==> src/rtl/core/dxtd_pkg.sv <==
// types, tables and divide helpers shared by the texture block decoder
package dxtd_pkg;

	localparam int unsigned Texels = 16;
	localparam int unsigned Max5 = 31;
	localparam int unsigned Max6 = 63;

	// reciprocal constants: floor(x / d) == (x * recip) >> shift over the used range
	localparam int unsigned Recip3 = 683;
	localparam int unsigned Shift3 = 11;
	localparam int unsigned Recip5 = 1639;
	localparam int unsigned Shift5 = 13;
	localparam int unsigned Recip7 = 2341;
	localparam int unsigned Shift7 = 14;

	typedef struct packed {
		logic [63:0] color_half;
		logic [63:0] alpha_half;
	} block_t;

	typedef struct packed {
		logic [3:0] texel_index;
		logic [7:0] red;
		logic [7:0] green;
		logic [7:0] blue;
		logic [7:0] alpha;
		logic       last_texel;
	} texel_t;

	// endpoint expansions and weighted sums, before the divides
	typedef struct packed {
		logic [2:0][7:0]  e0;
		logic [2:0][7:0]  e1;
		logic [2:0][9:0]  sum_a;
		logic [2:0][9:0]  sum_b;
		logic [2:0][8:0]  sum_m;
		logic             four_color;
		logic [7:0]       a0;
		logic [7:0]       a1;
		logic [5:0][10:0] sum7;
		logic [3:0][10:0] sum5;
		logic             seven_step;
		logic [31:0]      cidx;
		logic [47:0]      aidx;
	} wsum_t;

	typedef struct packed {
		logic [3:0][2:0][7:0] pal;
		logic [7:0][7:0]      ramp;
		logic [31:0]          cidx;
		logic [47:0]          aidx;
	} palette_t;

	typedef logic [7:0] exp5_tab_t [32];
	typedef logic [7:0] exp6_tab_t [64];

	function automatic exp5_tab_t build_exp5();
		exp5_tab_t t;
		for (int i = 0; i < 32; i++) begin
			t[i] = 8'((i * 255) / Max5);
		end
		return t;
	endfunction

	function automatic exp6_tab_t build_exp6();
		exp6_tab_t t;
		for (int i = 0; i < 64; i++) begin
			t[i] = 8'((i * 255) / Max6);
		end
		return t;
	endfunction

	localparam exp5_tab_t Exp5Tab = build_exp5();
	localparam exp6_tab_t Exp6Tab = build_exp6();

	function automatic logic [7:0] div3(logic [9:0] x);
		logic [20:0] p;
		p = 21'(x) * 21'(Recip3);
		return 8'(p >> Shift3);
	endfunction

	function automatic logic [7:0] div5(logic [10:0] x);
		logic [21:0] p;
		p = 22'(x) * 22'(Recip5);
		return 8'(p >> Shift5);
	endfunction

	function automatic logic [7:0] div7(logic [10:0] x);
		logic [22:0] p;
		p = 23'(x) * 23'(Recip7);
		return 8'(p >> Shift7);
	endfunction

endpackage

==> src/rtl/core/dxtd_weights.sv <==
// endpoint expansion and weighted sums for colour palette and alpha ramp
module dxtd_weights (
	input  dxtd_pkg::block_t blk,
	output dxtd_pkg::wsum_t  w
);
	import dxtd_pkg::*;

	logic [15:0] c0;
	logic [15:0] c1;
	logic [7:0]  a0;
	logic [7:0]  a1;

	assign c0 = blk.color_half[15:0];
	assign c1 = blk.color_half[31:16];
	assign a0 = blk.alpha_half[7:0];
	assign a1 = blk.alpha_half[15:8];

	always_comb begin
		w = '0;
		w.e0[0] = Exp5Tab[c0[15:11]];
		w.e0[1] = Exp6Tab[c0[10:5]];
		w.e0[2] = Exp5Tab[c0[4:0]];
		w.e1[0] = Exp5Tab[c1[15:11]];
		w.e1[1] = Exp6Tab[c1[10:5]];
		w.e1[2] = Exp5Tab[c1[4:0]];
		for (int k = 0; k < 3; k++) begin
			w.sum_a[k] = {1'b0, w.e0[k], 1'b0} + 10'(w.e1[k]);
			w.sum_b[k] = 10'(w.e0[k]) + {1'b0, w.e1[k], 1'b0};
			w.sum_m[k] = 9'(w.e0[k]) + 9'(w.e1[k]);
		end
		w.four_color = c0 > c1;
		w.a0 = a0;
		w.a1 = a1;
		for (int i = 1; i < 7; i++) begin
			w.sum7[i - 1] = 11'(a0) * 11'(7 - i) + 11'(a1) * 11'(i);
		end
		for (int i = 1; i < 5; i++) begin
			w.sum5[i - 1] = 11'(a0) * 11'(5 - i) + 11'(a1) * 11'(i);
		end
		w.seven_step = a0 > a1;
		w.cidx = blk.color_half[63:32];
		w.aidx = blk.alpha_half[63:16];
	end

endmodule

==> src/rtl/core/dxtd_palette.sv <==
// divides the weighted sums into the four-colour palette and eight-entry alpha ramp
module dxtd_palette (
	input  dxtd_pkg::wsum_t    w,
	output dxtd_pkg::palette_t p
);
	import dxtd_pkg::*;

	always_comb begin
		p = '0;
		for (int k = 0; k < 3; k++) begin
			p.pal[0][k] = w.e0[k];
			p.pal[1][k] = w.e1[k];
			if (w.four_color) begin
				p.pal[2][k] = div3(w.sum_a[k]);
				p.pal[3][k] = div3(w.sum_b[k]);
			end else begin
				p.pal[2][k] = w.sum_m[k][8:1];
				p.pal[3][k] = 8'h00;
			end
		end
		p.ramp[0] = w.a0;
		p.ramp[1] = w.a1;
		for (int i = 1; i < 5; i++) begin
			p.ramp[i + 1] = w.seven_step ? div7(w.sum7[i - 1]) : div5(w.sum5[i - 1]);
		end
		p.ramp[6] = w.seven_step ? div7(w.sum7[4]) : 8'h00;
		p.ramp[7] = w.seven_step ? div7(w.sum7[5]) : 8'hFF;
		p.cidx = w.cidx;
		p.aidx = w.aidx;
	end

endmodule

==> src/rtl/core/dxt_texture_block_decoder_core.sv <==
// texture block decoder top level: block request in, sixteen rgba texels out
//
//  channel   | handshake           | payload
//  ----------+---------------------+----------------------------
//  block     | start / busy        | blk (color_half, alpha_half)
//  texel     | texel_stb           | texel (index, rgba, last)
//  config    | cfg_wr_en           | cfg_wr_data (format_dxt5)
//
// each block gives sixteen texels, one texel per cycle from the emit stage counter;
// blocks follow each other with no gap between their texels.
// a block passes the input register, then the weights, palette and emit stages, before its first texel shows.
// busy rises while a third block waits behind two in flight.
// reset clears the valid flags, the counter, the strobe and format_dxt5.
// the texel channel cannot stall; each texel is shown for one cycle.
module dxt_texture_block_decoder_core (
	input  logic              clk,
	input  logic              arst_n,
	input  logic              start,
	output logic              busy,
	input  dxtd_pkg::block_t  blk,
	input  logic              cfg_wr_en,
	input  logic              cfg_wr_data,
	output logic              texel_stb,
	output dxtd_pkg::texel_t  texel
);
	import dxtd_pkg::*;

	logic       fmt_q;
	block_t     blk_s1;
	logic       valid_s1;
	wsum_t      w_comb;
	wsum_t      w_s2;
	logic       valid_s2;
	palette_t   pal_comb;
	palette_t   pal_s3;
	logic       valid_s3;
	logic [3:0] cnt_s3;
	texel_t     texel_q;
	logic       stb_q;

	logic       accept;
	logic       last_s3;
	logic       load_s2;
	logic       load_s3;
	logic [4:0] cbit;
	logic [5:0] abit;
	logic [1:0] csel;
	logic [2:0] asel;

	dxtd_weights u_weights (
		.blk (blk_s1),
		.w   (w_comb)
	);

	dxtd_palette u_palette (
		.w (w_s2),
		.p (pal_comb)
	);

	assign last_s3 = cnt_s3 == 4'(Texels - 1);
	assign load_s3 = valid_s2 && (!valid_s3 || last_s3);
	assign load_s2 = valid_s1 && (!valid_s2 || load_s3);
	assign busy    = valid_s1 && !load_s2;
	assign accept  = start && !busy;

	always_ff @(posedge clk or negedge arst_n) begin
		if (!arst_n) begin
			fmt_q <= 1'b0;
		end else if (cfg_wr_en) begin
			fmt_q <= cfg_wr_data;
		end
	end

	// control
	always_ff @(posedge clk or negedge arst_n) begin
		if (!arst_n) begin
			valid_s1 <= 1'b0;
			valid_s2 <= 1'b0;
			valid_s3 <= 1'b0;
			cnt_s3   <= '0;
			stb_q    <= 1'b0;
		end else begin
			if (accept) begin
				valid_s1 <= 1'b1;
			end else if (load_s2) begin
				valid_s1 <= 1'b0;
			end
			if (load_s2) begin
				valid_s2 <= 1'b1;
			end else if (load_s3) begin
				valid_s2 <= 1'b0;
			end
			if (load_s3) begin
				valid_s3 <= 1'b1;
				cnt_s3   <= '0;
			end else if (valid_s3) begin
				if (last_s3) begin
					valid_s3 <= 1'b0;
				end
				cnt_s3 <= cnt_s3 + 4'd1;
			end
			stb_q <= valid_s3;
		end
	end

	// payload
	always_ff @(posedge clk) begin
		if (accept) begin
			blk_s1 <= blk;
		end
		if (load_s2) begin
			w_s2 <= w_comb;
		end
		if (load_s3) begin
			pal_s3 <= pal_comb;
		end
		if (valid_s3) begin
			texel_q.texel_index <= cnt_s3;
			texel_q.red         <= pal_s3.pal[csel][0];
			texel_q.green       <= pal_s3.pal[csel][1];
			texel_q.blue        <= pal_s3.pal[csel][2];
			texel_q.alpha       <= fmt_q ? pal_s3.ramp[asel] : 8'hFF;
			texel_q.last_texel  <= last_s3;
		end
	end

	assign cbit = {cnt_s3, 1'b0};
	assign abit = {1'b0, cnt_s3, 1'b0} + 6'(cnt_s3);
	assign csel = pal_s3.cidx[cbit +: 2];
	assign asel = pal_s3.aidx[abit +: 3];

	assign texel_stb = stb_q;
	assign texel     = texel_q;

endmodule

==> config.mk <==
export PLATFORM = sky130hd
export DESIGN_NAME = dxt_texture_block_decoder_core
export DESIGN_NICKNAME = d
export VERILOG_FILES = /design/src/rtl/core/dxtd_pkg.sv /design/src/rtl/core/dxtd_weights.sv /design/src/rtl/core/dxtd_palette.sv /design/src/rtl/core/dxt_texture_block_decoder_core.sv
export SDC_FILE = /design/constraint.sdc
export NUM_CORES = 2
export LEC_CHECK = 0
export ABC_AREA = 1
export BUFFER_PORTS_ARGS = -buffer_cell sky130_fd_sc_hd__buf_4
export CORE_MARGIN = 1.5
export CORE_UTILIZATION = 50
export CTS_CLUSTER_SIZE = 25
export DETAILED_ROUTE_END_ITERATION = 6
export PLACE_DENSITY = 0.69
export SLEW_MARGIN = 10
export SYNTH_ARGS = -nofsm -noshare
export SYNTH_HDL_FRONTEND = slang
export SYNTH_SLANG_ARGS = --single-unit
==> constraint.sdc <==
create_clock -name clk -period 12.3 [get_ports clk]
set_input_delay 3.69 -clock clk [delete_from_list [all_inputs] [get_ports clk]]
set_output_delay 3.69 -clock clk [all_outputs]
set_load 0.01 [all_outputs]
==> impl_metrics.toml <==
[yosys]
yosys.area.top_type = "edfxtp_1"
synth_top_family_by_area = "adder cells"
synthAdderAreaFrac_pct = 35.5
netlist_area_um2 = 63100
synth_area_leaders = "edfxtp_1 34%, ha_1 23%, fa_1 12%"
synthMostInstantiatedCell = "ha_1"
muxShareOfSynthArea_pct = 0.0178
synth_ff_type = "edfxtp_1"
synth_compound_area_share_pct = 8.13
synth_edf_count = 725
synth_common_cells = "1180 x ha_1, 1178 x inv_1, 899 x nand2_1"
yosysWarnings = 0
synthArstFlopShare_pct = 1.23
syn-instance-count = 6296
synth_top_area_share_pct = 34.5
ys_seq_area_share_pct = 34.8
ys_types = 57
synth-simple-area-share_pct = 10.9
synth_nets = 7991
synthXorXnorAreaFrac_pct = 2.87
syn_avg_cell_area_um2 = 10.0
ys_ff_latch = 734

[timing]
rsz0062_at_grt = "false"
hold_viol = 0
tns_ps = 0
worst_pin_slew_ps = 1060
setup_viol = 0
worst_slack_ps = 6100
relSlewSlack_pct = 29.2
whs_ps = 409
period_needed_ps = 6200
period_share_pct = 50.4
skew_ps = 28.9
slew_violations = 0
fmax_mhz = 161

[detailed_routing]
drtPass1Iterations = 6
ant_nets = 0
vias = 44300
drt_iter0_drc = 3367
routed_wl_um = 145000
drc = 0
wire_per_inst_um = 17.6
via_per_inst = 5.38

[cts]
clk_latency_ps = 690
root_buffer = "clkbuf_16"
cts.repair.resized = 0
htree_levels = 3
clk_path_buf_depth = 3
clkSinkCount = 734
ctsHoldBuffers = 0
clk_pin_slew_ps = 70
cts_setup_buffers = 0
cts-buffers-inserted = 84
cts_tree = "built"

[final_layout]
register_area_um2 = 22000
layout.cells.non_filler = 8224
antenna_cells = 0
multi_input_comb_area_um2 = 36200
syn2layout_area_growth_pct = 9.66
layout-drive-gt1-share_pct = 5.64
fin_nets = 8199
n_fill_cell = 10700

[placed_design]
hpwl_um = 113000
dp_slack_ps = 6500
port_buffers = 171
gp_congestion = 0.920
post-place-cells = 8068

[worst_hold_path]
min_path_type = "reg -> reg"

[power]
power_density_nw_per_um2 = 101
leakagePower_nw = 34.4
p_total_mw = 7.02
ir_drop_mv = 0.118

[die]
start_util_pct = 50.3
fp-row-count = 130
io_pins = 172
die_h_um = 358
die_x_um = 358
core_area_um2 = 125000
dieArea_um2 = 128000

[worst_setup_path]
arrival_ps = 2510
worstPathCellList = "buf_4 > inv_1 > nor2_1 > inv_1 > nor2_1 > inv_1 > nor2_1 > buf_4"
end_kind = "output pin"
worstPathRequired_ps = 8610
critical-path-max-stage-delay_ps = 570
path_delay_family = "buffers and inverters"
crit_fanout = 40
crit_buf_inv = 5
crit_type = "reg -> out"
r2r_slack_ps = 7470
crit_path_top_delay_cell = "buf_4"
crit_path_start_kind = "flip-flop"

[global_route]
grt_max_degree = 157
grt_use_total_pct = 22.8
grt-ovfl-total = 0
antenna_found_initial = 7
grt_first_pass_wirelength_um = 232000
grt_pass1_vias = 44600

[run_status]
status = "finished clean"

[run]
drv_cap = 0
-- state kept, by name, summed over array words and instances, names as in the netlist --
signal / cells
valid_s2: 1
blk_s1: 128
texel_stb: 1
texel: 37
valid_s3: 1
valid_s1: 1
cnt_s3: 4
pal_s3: 240
w_s2: 320
fmt_q: 1
-- kinds of logic (layout without fill, tap and decap cells) --
group	after synthesis	count (layout)
muxes	1	1
AOI/OAI and AO/OA	914	914
and+or+nand+nor	1618	1618
buffers and inverters	1260	1538
DFF	734	734
adders and majority gates	1562	1562
xor gates and xnor gates	207	207
-- stage by stage --
step | util (%) | cell area [µm²]
detailed placement | 52.8 | 66200
global placement | 52.8 | 66200
global route | 55.2 | 69200
CTS | 55.2 | 69200
floorplan | - | 63100
finish | 55.2 | 69200
-- worst register-to-register path, delay by kind of cell, from the launching register on --
kind | cells | cell delay [ps]
buffers and inverters | 4 | 250
AOI/OAI and AO/OA | 5 | 960
adders and majority gates | 6 | 2820
and+or+nand+nor | 1 | 70
DFF | 1 | 470
-- power by group --
part | internal (mW) | switching [mW]
Combinational | 0.421 | 0.819
Clock | 1.61 | 1.10
Sequential | 3.00 | 0.0666
-- area by class of cell --
cell class	instances	share of cell area (%)
clock buffer	93	3.15
clock inverter	63	1.17
inverter	1187	6.45
multi-input combinational	4302	52.3
sequential	734	31.8
tap	1650	2.98
timing repair buffer	195	2.13
-- placed cells by master (no fill, tap or decap), types with 15 or more instances in the layout --
master	count
a21o_1	22
a21oi_1	438
a31oi_1	27
a32oi_1	25
buf_4	194
bufinv_16	15
clkbuf_16	86
clkinv_1	15
edfxtp_1	725
fa_1	382
ha_1	1180
inv_1	1176
nand2_1	898
nand3_1	362
nand3b_1	17
nand4_1	44
nor2_1	231
nor3_1	28
o211ai_1	15
o21ai_0	255
o21ai_1	15
o21bai_1	43
xnor2_1	51
xor2_1	156
-- path summary, 6_finish.rpt --
check	from	end	depth (start not counted)
min in group asynchronous	arst_n	fmt_q	1
max reg2reg	w_s2[88]	pal_s3[100]	16
min reg2reg	w_s2[33]	pal_s3[33]	0
min	w_s2[33]	pal_s3[33]	0
max	valid_s3	busy	8
max in group asynchronous	arst_n	cnt_s3[0]	1
-- metal layers --
metal	vias to the layer above	share of wire (%)	GRT usage, %
met5	-	0.040	0
met4	10	2.6	7.01
met3	227	5.0	2.76
met2	1049	47	38.2
met1	21200	45	31.0
li1	21800	-	-
Power figures use the tool's default switching activity.
